$ cat src/rtl/gfa_pkg.sv
// Shared types, codes and field arithmetic for the GF(2^8) arithmetic unit.
package gfa_pkg;

  localparam logic [7:0] GF_REDUCE  = 8'h1b;
  localparam logic [7:0] GF_INV_EXP = 8'd254;
  localparam logic [7:0] GF_ONE     = 8'h01;

  typedef enum logic [2:0] {
    OP_ADD = 3'd0,
    OP_MUL = 3'd1,
    OP_POW = 3'd2,
    OP_INV = 3'd3,
    OP_DIV = 3'd4
  } op_t;

  typedef enum logic [2:0] {
    ST_IDLE,
    ST_SQR,
    ST_MUL,
    ST_FIN,
    ST_DONE
  } state_t;

  typedef enum logic [1:0] {
    ACC_ONE,
    ACC_ZERO,
    ACC_XOR,
    ACC_MUL
  } acc_sel_t;

  typedef enum logic [1:0] {
    MS_AB,
    MS_SQ,
    MS_BASE,
    MS_HOLD
  } mul_sel_t;

  typedef struct packed {
    logic     load;
    logic     base_sel_b;
    logic     exp_inv;
    logic     flag_val;
    logic     acc_we;
    acc_sel_t acc_sel;
    mul_sel_t mul_sel;
    logic [2:0] bit_idx;
    logic     out_load;
  } cmd_t;

  typedef struct packed {
    logic exp_bit;
    logic a_zero;
    logic b_zero;
    logic out_free;
  } status_t;

  // Shift-and-add product reduced by x^8+x^4+x^3+x+1
  function automatic logic [7:0] gf_mul(input logic [7:0] x, input logic [7:0] y);
    logic [7:0] acc;
    logic [7:0] xs;
    acc = '0;
    xs  = x;
    for (int k = 0; k < 8; k++) begin
      if (y[k]) acc = acc ^ xs;
      xs = xs[7] ? ({xs[6:0], 1'b0} ^ GF_REDUCE) : {xs[6:0], 1'b0};
    end
    return acc;
  endfunction

endpackage

$ cat src/rtl/gfa_ctrl.sv
// Sequencer for square-and-multiply: walks the exponent bits from the top.
module gfa_ctrl (
  input  logic              clk,
  input  logic              rst,
  input  logic              in_valid,
  output logic              in_ready,
  input  logic [2:0]        op,
  input  gfa_pkg::status_t  sts,
  output gfa_pkg::cmd_t     cmd,
  output gfa_pkg::state_t   state
);

  gfa_pkg::state_t state_next;
  logic [2:0]      cnt;
  logic [2:0]      cnt_next;
  logic            is_div;
  logic            is_div_next;

  always_ff @(posedge clk) begin
    if (rst) begin
      state  <= gfa_pkg::ST_IDLE;
      cnt    <= '0;
      is_div <= 1'b0;
    end else begin
      state  <= state_next;
      cnt    <= cnt_next;
      is_div <= is_div_next;
    end
  end

  always_comb begin
    state_next  = state;
    cnt_next    = cnt;
    is_div_next = is_div;
    in_ready    = 1'b0;
    cmd         = '0;
    cmd.acc_sel = gfa_pkg::ACC_ZERO;
    cmd.mul_sel = gfa_pkg::MS_AB;
    cmd.bit_idx = cnt;
    unique case (state)
      gfa_pkg::ST_IDLE: begin
        in_ready = 1'b1;
        if (in_valid) begin
          cmd.load    = 1'b1;
          cmd.acc_we  = 1'b1;
          cnt_next    = 3'd7;
          is_div_next = (op == gfa_pkg::OP_DIV);
          state_next  = gfa_pkg::ST_DONE;
          unique case (op)
            gfa_pkg::OP_ADD: cmd.acc_sel = gfa_pkg::ACC_XOR;
            gfa_pkg::OP_MUL: cmd.acc_sel = gfa_pkg::ACC_MUL;
            gfa_pkg::OP_POW: begin
              cmd.acc_sel = gfa_pkg::ACC_ONE;
              state_next  = gfa_pkg::ST_SQR;
            end
            gfa_pkg::OP_INV: begin
              cmd.exp_inv = 1'b1;
              if (sts.a_zero) begin
                cmd.flag_val = 1'b1;
              end else begin
                cmd.acc_sel = gfa_pkg::ACC_ONE;
                state_next  = gfa_pkg::ST_SQR;
              end
            end
            gfa_pkg::OP_DIV: begin
              cmd.exp_inv    = 1'b1;
              cmd.base_sel_b = 1'b1;
              if (sts.b_zero) begin
                cmd.flag_val = 1'b1;
              end else begin
                cmd.acc_sel = gfa_pkg::ACC_ONE;
                state_next  = gfa_pkg::ST_SQR;
              end
            end
            default: cmd.acc_sel = gfa_pkg::ACC_ZERO;
          endcase
        end
      end
      gfa_pkg::ST_SQR: begin
        cmd.acc_we  = 1'b1;
        cmd.acc_sel = gfa_pkg::ACC_MUL;
        cmd.mul_sel = gfa_pkg::MS_SQ;
        if (sts.exp_bit) begin
          state_next = gfa_pkg::ST_MUL;
        end else if (cnt == 3'd0) begin
          state_next = is_div ? gfa_pkg::ST_FIN : gfa_pkg::ST_DONE;
        end else begin
          cnt_next = cnt - 3'd1;
        end
      end
      gfa_pkg::ST_MUL: begin
        cmd.acc_we  = 1'b1;
        cmd.acc_sel = gfa_pkg::ACC_MUL;
        cmd.mul_sel = gfa_pkg::MS_BASE;
        if (cnt == 3'd0) begin
          state_next = is_div ? gfa_pkg::ST_FIN : gfa_pkg::ST_DONE;
        end else begin
          cnt_next   = cnt - 3'd1;
          state_next = gfa_pkg::ST_SQR;
        end
      end
      gfa_pkg::ST_FIN: begin
        // multiply the inverse of b by a
        cmd.acc_we  = 1'b1;
        cmd.acc_sel = gfa_pkg::ACC_MUL;
        cmd.mul_sel = gfa_pkg::MS_HOLD;
        state_next  = gfa_pkg::ST_DONE;
      end
      gfa_pkg::ST_DONE: begin
        // hold until the output register is free
        if (sts.out_free) begin
          cmd.out_load = 1'b1;
          state_next   = gfa_pkg::ST_IDLE;
        end
      end
      default: state_next = gfa_pkg::ST_IDLE;
    endcase
  end

endmodule

$ cat src/rtl/gfa_dp.sv
// Datapath: operand registers, shared field multiplier and output register.
module gfa_dp (
  input  logic             clk,
  input  logic             rst,
  input  logic [7:0]       a,
  input  logic [7:0]       b,
  input  logic [7:0]       exponent,
  input  gfa_pkg::cmd_t    cmd,
  output gfa_pkg::status_t sts,
  output logic             out_valid,
  input  logic             out_ready,
  output logic [7:0]       result,
  output logic             zero_divisor
);

  logic [7:0] acc;
  logic [7:0] base;
  logic [7:0] exp_reg;
  logic [7:0] a_hold;
  logic       flag;
  logic [7:0] mul_x;
  logic [7:0] mul_y;
  logic [7:0] prod;
  logic [7:0] acc_next;

  always_comb begin
    unique case (cmd.mul_sel)
      gfa_pkg::MS_AB:   begin mul_x = a;   mul_y = b;      end
      gfa_pkg::MS_SQ:   begin mul_x = acc; mul_y = acc;    end
      gfa_pkg::MS_BASE: begin mul_x = acc; mul_y = base;   end
      gfa_pkg::MS_HOLD: begin mul_x = acc; mul_y = a_hold; end
      default:          begin mul_x = acc; mul_y = acc;    end
    endcase
    prod = gfa_pkg::gf_mul(mul_x, mul_y);
    unique case (cmd.acc_sel)
      gfa_pkg::ACC_ONE:  acc_next = gfa_pkg::GF_ONE;
      gfa_pkg::ACC_ZERO: acc_next = '0;
      gfa_pkg::ACC_XOR:  acc_next = a ^ b;
      gfa_pkg::ACC_MUL:  acc_next = prod;
      default:           acc_next = '0;
    endcase
  end

  always_ff @(posedge clk) begin
    if (cmd.acc_we) acc <= acc_next;
    if (cmd.load) begin
      base    <= cmd.base_sel_b ? b : a;
      exp_reg <= cmd.exp_inv ? gfa_pkg::GF_INV_EXP : exponent;
      a_hold  <= a;
      flag    <= cmd.flag_val;
    end
    if (cmd.out_load) begin
      result       <= acc;
      zero_divisor <= flag;
    end
  end

  always_ff @(posedge clk) begin
    if (rst) begin
      out_valid <= 1'b0;
    end else if (cmd.out_load) begin
      out_valid <= 1'b1;
    end else if (out_ready) begin
      out_valid <= 1'b0;
    end
  end

  assign sts.exp_bit  = exp_reg[cmd.bit_idx];
  assign sts.a_zero   = (a == 8'd0);
  assign sts.b_zero   = (b == 8'd0);
  assign sts.out_free = !out_valid || out_ready;

endmodule

$ cat src/rtl/gf256_arithmetic_unit.sv
// Top level of the GF(2^8) arithmetic unit: controller plus datapath.
// Arithmetic over GF(2^8) with the polynomial x^8+x^4+x^3+x+1. Each transfer on the
// input selects add, multiply, power, inverse or divide and yields exactly one result
// transfer. Add, multiply, unused codes and a zero divisor go from the accept state to
// the output-load state. Power, inverse and divide run square-and-multiply over the
// eight exponent bits on one shared multiplier, one multiply per cycle: after the accept
// state, one squaring per exponent bit and one extra multiply per set exponent bit (plus
// the final multiply by a for divide), then the output load. One item is in work at a
// time; the output register lets a new item enter while a result waits.
// zero_divisor is raised, with result 0, for the inverse of zero and division by zero.
module gf256_arithmetic_unit (
  input  logic       clk,
  input  logic       rst,
  input  logic       in_valid,
  output logic       in_ready,
  input  logic [2:0] op,
  input  logic [7:0] a,
  input  logic [7:0] b,
  input  logic [7:0] exponent,
  output logic       out_valid,
  input  logic       out_ready,
  output logic [7:0] result,
  output logic       zero_divisor
);

  gfa_pkg::cmd_t    cmd;
  gfa_pkg::status_t sts;
  gfa_pkg::state_t  state;

  gfa_ctrl u_ctrl (
    .clk      (clk),
    .rst      (rst),
    .in_valid (in_valid),
    .in_ready (in_ready),
    .op       (op),
    .sts      (sts),
    .cmd      (cmd),
    .state    (state)
  );

  gfa_dp u_dp (
    .clk          (clk),
    .rst          (rst),
    .a            (a),
    .b            (b),
    .exponent     (exponent),
    .cmd          (cmd),
    .sts          (sts),
    .out_valid    (out_valid),
    .out_ready    (out_ready),
    .result       (result),
    .zero_divisor (zero_divisor)
  );

  // an accepted item keeps the input closed in the next cycle
  a_busy_after_accept: assert property (@(posedge clk) disable iff (rst)
    (in_valid && in_ready) |=> !in_ready)
    else $error("input accepted while previous item still in work");

  // a raised error flag always comes with a zero result
  a_flag_zero_result: assert property (@(posedge clk) disable iff (rst)
    (out_valid && zero_divisor) |-> (result == 8'd0))
    else $error("zero_divisor set with non-zero result");

  // output register is only loaded from the final state
  a_load_from_done: assert property (@(posedge clk) disable iff (rst)
    cmd.out_load |-> (state == gfa_pkg::ST_DONE))
    else $error("output loaded outside the final state");

endmodule
$ cat config.mk
export PLATFORM = sky130hd
export DESIGN_NAME = gf256_arithmetic_unit
export DESIGN_NICKNAME = d
export VERILOG_FILES = /design/src/rtl/gfa_pkg.sv /design/src/rtl/gfa_ctrl.sv /design/src/rtl/gfa_dp.sv /design/src/rtl/gf256_arithmetic_unit.sv
export SDC_FILE = /design/constraint.sdc
export NUM_CORES = 1
export LEC_CHECK = 0
export BUFFER_PORTS_ARGS = -buffer_cell sky130_fd_sc_hd__clkbuf_2
export CORE_ASPECT_RATIO = 0.9
export CORE_MARGIN = 2
export CORE_UTILIZATION = 35
export CTS_CLUSTER_DIAMETER = 30
export DETAILED_ROUTE_END_ITERATION = 8
export GPL_TIMING_DRIVEN = 0
export PLACE_DENSITY = 0.55
export SYNTH_ARGS = -nofsm -noshare
export SYNTH_HDL_FRONTEND = slang
export SYNTH_SLANG_ARGS = --single-unit
$ cat constraint.sdc
create_clock -name clk -period 2.9 [get_ports clk]
set_input_delay 0.145 -clock clk [delete_from_list [all_inputs] [get_ports clk]]
set_output_delay 0.145 -clock clk [all_outputs]
set_load 0.005 [all_outputs]
==> out/results.ini, run 1 <==
[outcome]
outcome=complete, no violations

[grt]
grt_first_pass_wirelength_mm=20.53
track_usage=0.1982
grt_pass1_vias=3631
grt_overflow=0
antenna_found_initial=0
grt_max_degree=19

[critical_path]
crit_top_cell=clkbuf_4
crit_path_top_delay_cell=xnor3_1
rrSetupSlack_ps=60
ff2ff_path_depth=11
crit_chain=buf_6 > o21bai_4 > buf_12 > buf_8 > clkbuf_4 > clkbuf_4 > o211ai_1 > xnor2_1 > xnor3_1 > xor2_1 > a211oi_1
critical_path_required_ps=3000
cp-start-kind=flip-flop
r2r_end=u_dp.acc[3]$_DFFE_PP_
crit_path_max_fanout=10
worstReg2RegStart=u_ctrl.state[1]$_SDFFE_PP0P_
arrival_ps=2940
critical_path_class=reg2reg
cp_slowest_stage_delay_ps=470
endpoint_kind=flip-flop

[sta]
tightest_slew_ps=829.5
hold_ws_ps=41.70
finalSetupViolCount=0
rsz0062_at_grt=yes
timing.final.crit_share=0.9781
finalClockSkew_ps=4.644
slew_headroom=0.4412
timing.fmax_mhz=352.5
final.setup.worst_slack_ps=63.38
fin_crit_ps=2837
finalMaxSlewViolations=0
finalHoldViolCount=0

[detailed_routing]
dr_wl_met2_mm=6.066
vias=3831
vias_per_cell=5.351
drc=0
drt_iter0_drc=332
drt-met1-wl_mm=6.449
ant_nets=0
routed_wl_mm=13.60
wl_per_cell_um=18.99
highest_layer=met4
first_pass_iters=5
wl_met3_um=878

[logic_synthesis]
yosys_warnings=0
synth-seq-area-share=0.3146
ys_top_cells_by_area=edfxtp_1 28%, xnor2_1 11%, xor2_1 7.4%
synth.top_cell.area_share=0.2791
synth-seq-cells=50
post-synth-top-area-cell=edfxtp_1
synthDistinctLibCells=57
synthArstFlopShare=0
syn_area_sq_um=4518
synth_cells=465
avgSynthCellArea_sq_um=9.716
synthFlopType=edfxtp_1
synth_fp_nets=498
synth_edf_count=42

[power]
p_sw_frac=0.3782
power_frac_comb=0.567
intPower_mw=2.271
p_clk_frac=0.161
p_seq_frac=0.272
switching_power_mw=1.381
ir_drop_v=0.0002717
total_power_mw=3.652
power_density_nw_per_um2=634.2
p_leak_nw=2.283

[clocking]
h-tree-depth=2
cts-buffers-inserted=5
worstSkewPairLatency_ps=290
hold_buffers=0
cts_root_buffer=clkbuf_16
path_clk_slew_ps=70
cts.path.max_buffers=2
clock_sinks=50
cts_tree=done

[layout]
diodes=0
layout.nets=584
utilization=0.4556
final_cells=716
area_delta_synth_final_pct=27.44
drive_gt1_frac=0.3152

[floorplanning]
start_util=0.3575
ios=42
die_area_sq_um=13830
die_x_um=123.8
row_count=39
die_h_um=111.8
core_area_sq_um=12640

[min_path]
min_path_cells=1
hp-start=a[5]
hold_class=in2reg
hold_end=u_dp.a_hold[5]$_DFFE_PP_

[place]
gp_congestion=0.9557
post-place-ws_ps=-479.7
io_buffers=39
post-dp-hpwl_mm=9.810
placed_cells=668

[run]
maxCapViolations=0

[final cells by class]
cell class,instances,area (sq um)
plain buffers,27,205.2
clock buffers,5,125.1
clock inverters,3,28.78
fillers,1204,6880
inverters,5,26.28
multi-input cells,381,3201
flip-flops and latches,50,1425
well taps,164,205.2
repair buffers,80,536.8
repair inverters,1,5.005
[kinds of logic (layout without fill, tap and decap cells)]
group | count (synthesis) | after routing | share of synthesized area
xor+xnor | 112 | 112 | 0.2708
buf+inv | 34 | 121 | 0.03849
compound gates | 71 | 71 | 0.1080
simple gates | 157 | 157 | 0.1606
fa+ha+maj | 2 | 2 | 0.005538
mux | 39 | 39 | 0.1019
flops | 50 | 50 | 0.3146
[worst max-delay path, delay by kind of cell (launching register included)]
| family | cells | cell delay [ps] |
|---|---|---|
| xor+xnor | 3 | 880 |
| buf+inv | 5 | 840 |
| compound gates | 3 | 590 |
| flops | 1 | 330 |
[worst max path at each step]
stage                                             from               endpoint  slack [ps]  cells past startpoint
after global placement    u_ctrl.state[0]$_SDFFE_PP0P_  u_dp.acc[5]$_DFFE_PP_        -480                     10
after detailed placement  u_ctrl.state[0]$_SDFFE_PP0P_  u_dp.acc[5]$_DFFE_PP_        -480                     10
after global routing      u_ctrl.state[1]$_SDFFE_PP0P_  u_dp.acc[7]$_DFFE_PP_         -40                     10
after floorplan           u_ctrl.state[0]$_SDFFE_PP0P_  u_dp.acc[5]$_DFFE_PP_          70                     10
after CTS                        u_dp.acc[6]$_DFFE_PP_  u_dp.acc[3]$_DFFE_PP_          -4                      9
final                     u_ctrl.state[1]$_SDFFE_PP0P_  u_dp.acc[3]$_DFFE_PP_          60                     11
[synthesized netlist by cell type (4+ instances only)]
cell	number
nand3_1	6
o22ai_1	5
or2_2	4
xor2_1	38
inv_1	4
nor3_1	8
a211oi_1	6
nor2b_1	9
xnor3_1	13
buf_2	7
o21ai_0	12
nor2_1	55
o21a_1	4
mux2i_1	19
dfxtp_1	8
edfxtp_1	42
clkbuf_1	13
mux2_2	16
xnor2_1	56
buf_4	6
nand2b_1	17
nand2_1	42
a21oi_1	15
nor4_1	5
[per-layer routing]
| metal | up-vias | GRT usage |
|---|---|---|
| li1 | 1800 | - |
| met1 | 1852 | 0.3003 |
| met2 | 158 | 0.3000 |
| met3 | 21 | 0.02408 |
| met4 | 0 | 0.04545 |
| met5 | - | 0 |
[stage by stage]
| stage | setup TNS (ps) | cell area [sq um] |
|---|---|---|
| after floorplan | 0 | 4518 |
| after global placement | -7974 | 4918 |
| after detailed placement | -8139 | 4918 |
| after CTS | -4.228 | 5296 |
| after global routing | -115.5 | 5758 |
| final | 0 | 5758 |
[cell usage in the layout (no fill, tap or decap), types with 13 or more instances in the layout]
cell type   n
buf_4      38
nand2b_1   15
nor2_1     53
edfxtp_1   42
xnor2_1    52
clkbuf_2   43
nand2_1    42
xor2_1     36
a21oi_1    14
mux2_2     16
xnor3_1    13
[repair_timing]
item                                    4_1_cts  5_1_grt
buffers inserted                             11       30
endpoints found under the setup margin       25       10
pin swaps                                     5       17
gates resized for setup                      23       58
gates cloned                                  1        0
[power by group through the flow]
| stage | clock network, mW | logic, mW | registers, mW |
|---|---|---|---|
| floorplan | 0 | 1.35 | 0.972 |
| global placement | 0 | 1.72 | 0.997 |
| detailed placement | 0 | 1.72 | 1.00 |
| CTS | 0.604 | 1.83 | 0.985 |
| global route | 0.633 | 2.21 | 1.01 |
| finish | 0.589 | 2.07 | 0.993 |
No activity file was read; power rests on OpenSTA's default activity.
==> inputs of run 2 (changes only) <==
--- a/constraint.sdc
+++ b/constraint.sdc
@@ -3,2 +3,2 @@
 set_output_delay 0.145 -clock clk [all_outputs]
-set_load 0.005 [all_outputs]
+set_load 0.05 [all_outputs]
==> out/results.ini, run 2 (synthesis results as in run 1) <==
[outcome]
outcome=complete, no violations  ; unchanged

[detailed_routing]
routed_wl_mm=13.65  ; was 13.60 mm
drc=0  ; unchanged
ant_nets=0  ; unchanged
vias=3765  ; was 3831
drt_iter0_drc=313  ; was 332
wl_per_cell_um=19.14  ; was 18.99 um
vias_per_cell=5.281  ; was 5.351
first_pass_iters=4  ; was 5

[clocking]
cts_root_buffer=clkbuf_16  ; unchanged
h-tree-depth=2  ; unchanged
clock_sinks=50  ; unchanged
cts_tree=done  ; unchanged
cts.path.max_buffers=2  ; unchanged
cts-buffers-inserted=5  ; unchanged
hold_buffers=0  ; unchanged
worstSkewPairLatency_ps=300  ; was 290 ps
path_clk_slew_ps=70  ; about the same

[floorplanning]
die_area_sq_um=13830  ; unchanged
die_h_um=111.8  ; unchanged
ios=42  ; unchanged
core_area_sq_um=12640  ; unchanged
row_count=39  ; unchanged
start_util=0.3575  ; unchanged
die_x_um=123.8  ; unchanged

[sta]
slew_headroom=0.4960  ; was 0.4412
finalHoldViolCount=0  ; unchanged
finalClockSkew_ps=7.964  ; was 4.644 ps
hold_ws_ps=38.04  ; was 41.70 ps
timing.final.crit_share=0.9788  ; was 0.9781
tightest_slew_ps=748.1  ; was 829.5 ps
rsz0062_at_grt=yes  ; unchanged
fin_crit_ps=2839  ; was 2837 ps
finalMaxSlewViolations=0  ; unchanged
timing.fmax_mhz=352.3  ; was 352.5 MHz
final.setup.worst_slack_ps=61.50  ; was 63.38 ps
finalSetupViolCount=0  ; unchanged

[layout]
fin_area_sq_um=5764  ; was 5758 sq um
layout.nets=581  ; was 584
mostFrequentLayoutCells=53 x nor2_1, 53 x xnor2_1, 42 x clkbuf_2, 42 x nand2_1, 42 x edfxtp_1  ; was 53 x nor2_1, 52 x xnor2_1, 43 x clkbuf_2
diodes=0  ; unchanged
area_delta_synth_final_pct=27.58  ; was 27.44%
drive_gt1_frac=0.3115  ; was 0.3152
fillers=1200  ; was 1204

[place]
gp_congestion=0.9532  ; was 0.9557
dpl_cell_area_sq_um=4933  ; was 4918 sq um
io_buffers=39  ; unchanged
post-dp-hpwl_mm=9.832  ; was 9.810 mm
post-place-ws_ps=-551.4  ; was -479.7 ps

[grt]
grt_overflow=0  ; unchanged
grt_first_pass_wirelength_mm=20.84  ; was 20.53 mm
track_usage=0.2006  ; was 0.1982
grt_max_degree=18  ; was 19
antenna_found_initial=0  ; unchanged
grt_pass1_vias=3646  ; was 3631

[min_path]
hold_class=in2reg  ; unchanged

[power]
ir_drop_v=0.0002704  ; was 0.0002717 V
p_leak_nw=2.268  ; was 2.283 nW
total_power_mw=3.813  ; was 3.652 mW
power_density_nw_per_um2=661.6  ; was 634.2 nW/um^2

[critical_path]
critical_path_required_ps=2930  ; was 3000 ps
arrival_ps=2870  ; was 2940 ps
rrSetupSlack_ps=60  ; about the same
crit_path_max_fanout=10  ; unchanged
critical_path_class=reg2reg  ; unchanged
cp-start-kind=flip-flop  ; unchanged
endpoint_kind=flip-flop  ; unchanged

[run]
maxCapViolations=0  ; unchanged

[run 2: what timing repair did]
action,in CTS,in global routing
pin swaps,5,19
gates resized for setup,21,51
gates cloned,1,0
setup buffers,8,30
endpoints found under the setup margin,24,16
[run 2: worst paths after layout]
| check | cells after the start | end | from |
|---|---|---|---|
| worst max-delay path | 12 | u_dp.acc[5]$_DFFE_PP_ | u_ctrl.state[1]$_SDFFE_PP0P_ |
| worst min-delay path | 1 | u_dp.a_hold[5]$_DFFE_PP_ | a[5] |
| worst max register to register | 12 | u_dp.acc[5]$_DFFE_PP_ | u_ctrl.state[1]$_SDFFE_PP0P_ |
| worst min register to register | 0 | u_dp.result[5]$_DFFE_PP_ | u_dp.acc[5]$_DFFE_PP_ |
[run 2: where the power goes]
| group | internal [mW] | total [mW] | switching (mW) |
|---|---|---|---|
| registers | 0.914 | 0.993 | 0.0791 |
| logic | 1.02 | 2.14 | 1.11 |
| clock network | 0.412 | 0.684 | 0.273 |
| total | 2.35 | 3.81 | 1.47 |
[run 2: per-layer routing]
layer,up-vias,global-route usage,share of wire
li1,1780,-,-
met5,-,0,0
met4,0,0.06591,0.012
met2,126,0.2897,0.45
met3,12,0.03945,0.078
met1,1847,0.2986,0.46
[run 2: layout make-up]
cell class	instances	area, sq um	area share
clock inverter	3	47.55	0.008248
multi-input combinational	381	3198	0.5548
clock buffer	5	125.1	0.02171
timing repair buffer	77	525.5	0.09117
buffer	27	210.2	0.03647
inverter	5	22.52	0.003907
tap	164	205.2	0.03560
sequential	50	1425	0.2472
timing repair inverter	1	5.005	0.0008682
[run 2: critical path, stage by stage (launching register included)]
cell and delay, ps:
dfxtp_2 340, buf_12 130, o21bai_4 170, buf_12 140
buf_4 110, buf_12 100, buf_4 170, mux2_2 380
nor2_1 150, xnor3_1 370, xnor2_2 160, xnor2_1 240
a211oi_1 120
[run 2: metrics by stage]
step | setup TNS [ps] | std cells | util
2_1_floorplan | 0 | 465 | -
3_3_place_gp | -6452 | 668 | 0.3904
3_5_place_dp | -6662 | 668 | 0.3904
4_1_cts | -50.17 | 683 | 0.4180
5_1_grt | -21.10 | 713 | 0.4561
6_report | 0 | 713 | 0.4561
==> inputs of run 3 (changes only) <==
Settings changed: BUFFER_PORTS_ARGS -buffer_cell sky130_fd_sc_hd__clkbuf_2 to -buffer_cell sky130_fd_sc_hd__buf_2.
==> out/results.ini, run 3 (synthesis results as in run 1) <==
[clocking]
cts_tree=done  ; unchanged
clock_sinks=50  ; unchanged
hold_buffers=0  ; unchanged
cts-buffers-inserted=5  ; unchanged
cts_root_buffer=clkbuf_16  ; unchanged
cts.path.max_buffers=2  ; unchanged
path_clk_slew_ps=70  ; about the same
h-tree-depth=2  ; unchanged
worstSkewPairLatency_ps=290  ; was 300 ps

[place]
post-dp-hpwl_mm=9.911  ; was 9.832 mm
gp_congestion=0.9236  ; was 0.9532
dpl_cell_area_sq_um=4933  ; unchanged
io_buffers=39  ; unchanged

[critical_path]
critical_path_required_ps=3020  ; was 2930 ps
critPathCapture=u_dp.acc[3]$_DFFE_PP_  ; was u_dp.acc[5]$_DFFE_PP_
cp-start-kind=flip-flop  ; unchanged
r2r_end=u_dp.acc[3]$_DFFE_PP_  ; was u_dp.acc[5]$_DFFE_PP_
endpoint_kind=flip-flop  ; unchanged
worstReg2RegStart=u_ctrl.state[0]$_SDFFE_PP0P_  ; was u_ctrl.state[1]$_SDFFE_PP0P_
crit_start=u_ctrl.state[0]$_SDFFE_PP0P_  ; was u_ctrl.state[1]$_SDFFE_PP0P_
rrSetupSlack_ps=20  ; was 60 ps
critical_path_class=reg2reg  ; unchanged
crit_path_max_fanout=10  ; unchanged
ff2ff_path_depth=10  ; was 12
arrival_ps=3000  ; was 2870 ps

[detailed_routing]
highest_layer=met4  ; unchanged
drc=0  ; unchanged
drt-met1-wl_mm=6.413  ; was 6.337 mm
vias=3642  ; was 3765
drt_iter0_drc=317  ; was 313
first_pass_iters=5  ; was 4
dr_wl_met2_mm=5.895  ; was 6.081 mm
wl_per_cell_um=19.31  ; was 19.14 um
vias_per_cell=5.301  ; was 5.281
ant_nets=0  ; unchanged
wl_met3_um=834  ; was 1.069 mm
routed_wl_mm=13.27  ; was 13.65 mm

[power]
p_sw_frac=0.3972  ; was 0.3842
total_power_mw=3.574  ; was 3.813 mW
switching_power_mw=1.420  ; was 1.465 mW
p_clk_frac=0.171  ; was 0.179
p_leak_nw=2.101  ; was 2.268 nW
ir_drop_v=0.0002754  ; was 0.0002704 V
power_density_nw_per_um2=661.4  ; was 661.6 nW/um^2
intPower_mw=2.155  ; was 2.348 mW
p_seq_frac=0.278  ; was 0.260
power_frac_comb=0.551  ; was 0.560

[sta]
finalMaxSlewViolations=0  ; unchanged
timing.final.crit_share=0.9932  ; was 0.9788
hold_ws_ps=38.93  ; was 38.04 ps
fin_setup_tns_ps=0  ; unchanged
rsz0062_at_grt=yes  ; unchanged
tightest_slew_ps=835.5  ; was 748.1 ps
finalHoldViolCount=0  ; unchanged
finalSetupViolCount=0  ; unchanged
finalClockSkew_ps=7.368  ; was 7.964 ps
fin_crit_ps=2880  ; was 2839 ps
timing.fmax_mhz=347.2  ; was 352.3 MHz
slew_headroom=0.4371  ; was 0.4960

[grt]
track_usage=0.1976  ; was 0.2006
grt_pass1_vias=3551  ; was 3646
antenna_found_initial=0  ; unchanged
grt_first_pass_wirelength_mm=20.82  ; was 20.84 mm
grt_max_degree=19  ; was 18
grt_overflow=0  ; unchanged

[floorplanning]
core_area_sq_um=12640  ; unchanged
ios=42  ; unchanged
die_x_um=123.8  ; unchanged
die_area_sq_um=13830  ; unchanged
start_util=0.3575  ; unchanged
row_count=39  ; unchanged
die_h_um=111.8  ; unchanged

[layout]
final-seq-area_sq_um=1423  ; was 1425 sq um
final_common_cell=nor2_1
layout.nets=555  ; was 581
fin_area_sq_um=5404  ; was 5764 sq um
diodes=0  ; unchanged
drive_gt1_frac=0.2581  ; was 0.3115
fillers=1259  ; was 1200
multi_input_area_sq_um=3110  ; was 3198 sq um
mostFrequentLayoutCells=55 x nor2_1, 54 x xnor2_1, 45 x buf_2  ; was 53 x nor2_1, 53 x xnor2_1, 42 x clkbuf_2, 42 x nand2_1, 42 x edfxtp_1
area_delta_synth_final_pct=19.61  ; was 27.58%

[outcome]
outcome=complete, no violations  ; unchanged

[run]
maxCapViolations=0  ; unchanged

[min_path]
hold_class=in2reg  ; unchanged

[run 3: timing repair]
| action | CTS | global route |
|---|---|---|
| endpoints found under the setup margin | 24 | 16 |
| cloned | 1 | 0 |
| setup buffers | 8 | 4 |
| gates resized for setup | 22 | 28 |
| pin swaps | 6 | 5 |
[run 3: metrics by stage]
stage                     setup WS [ps]    util  cells
after floorplan                   58.51       -    465
after global placement           -546.2  0.3904    668
after detailed placement         -540.1  0.3904    668
after CTS                        0.3320  0.4164    683
after global routing             -64.90  0.4276    687
final                             19.71  0.4276    687
[run 3: final cells by class]
| type | instances | share of cell area |
|---|---|---|
| tap | 164 | 0.03797 |
| clock buffer | 5 | 0.02315 |
| clock inverter | 3 | 0.005325 |
| inverter | 5 | 0.004168 |
| sequential | 50 | 0.2633 |
| multi-input combinational | 381 | 0.5756 |
| timing repair buffer | 51 | 0.05279 |
| buffer | 27 | 0.03681 |
| timing repair inverter | 1 | 0.0009261 |
[run 3: power by group through the flow]
stage | Sequential [mW] | Combinational, mW | Clock (mW)
5_1_grt | 1.01 | 2.12 | 0.645
4_1_cts | 0.997 | 1.89 | 0.621
2_1_floorplan | 1.03 | 1.37 | 0
6_report | 0.995 | 1.97 | 0.610
3_3_place_gp | 0.995 | 1.80 | 0
3_5_place_dp | 0.998 | 1.81 | 0
[run 3: worst min-delay path by stage]
stage | start | to | slack, ps | depth (start not counted)
floorplan | a[0] | u_dp.a_hold[0]$_DFFE_PP_ | 240 | 0
global placement | a[5] | u_dp.a_hold[5]$_DFFE_PP_ | 340 | 1
detailed placement | a[5] | u_dp.a_hold[5]$_DFFE_PP_ | 340 | 1
CTS | a[5] | u_dp.a_hold[5]$_DFFE_PP_ | 40 | 1
global route | a[2] | u_dp.a_hold[2]$_DFFE_PP_ | 40 | 1
finish | a[2] | u_dp.a_hold[2]$_DFFE_PP_ | 40 | 1
[run 3: worst max-delay path, stage by stage (launching register included)]
cell and delay, ps:
dfxtp_2 340, buf_6 140, o21bai_4 220, buf_12 170
clkbuf_4 210, buf_2 290, o211ai_1 150, xnor2_1 250
xnor3_1 470, xor2_2 210, a211oi_2 240
[run 3: per-layer routing]
layer / vias up / GRT usage
li1: 1732 / -
met5: - / 0
met3: 8 / 0.02203
met4: 0 / 0.03106
met1: 1769 / 0.3039
met2: 133 / 0.3026
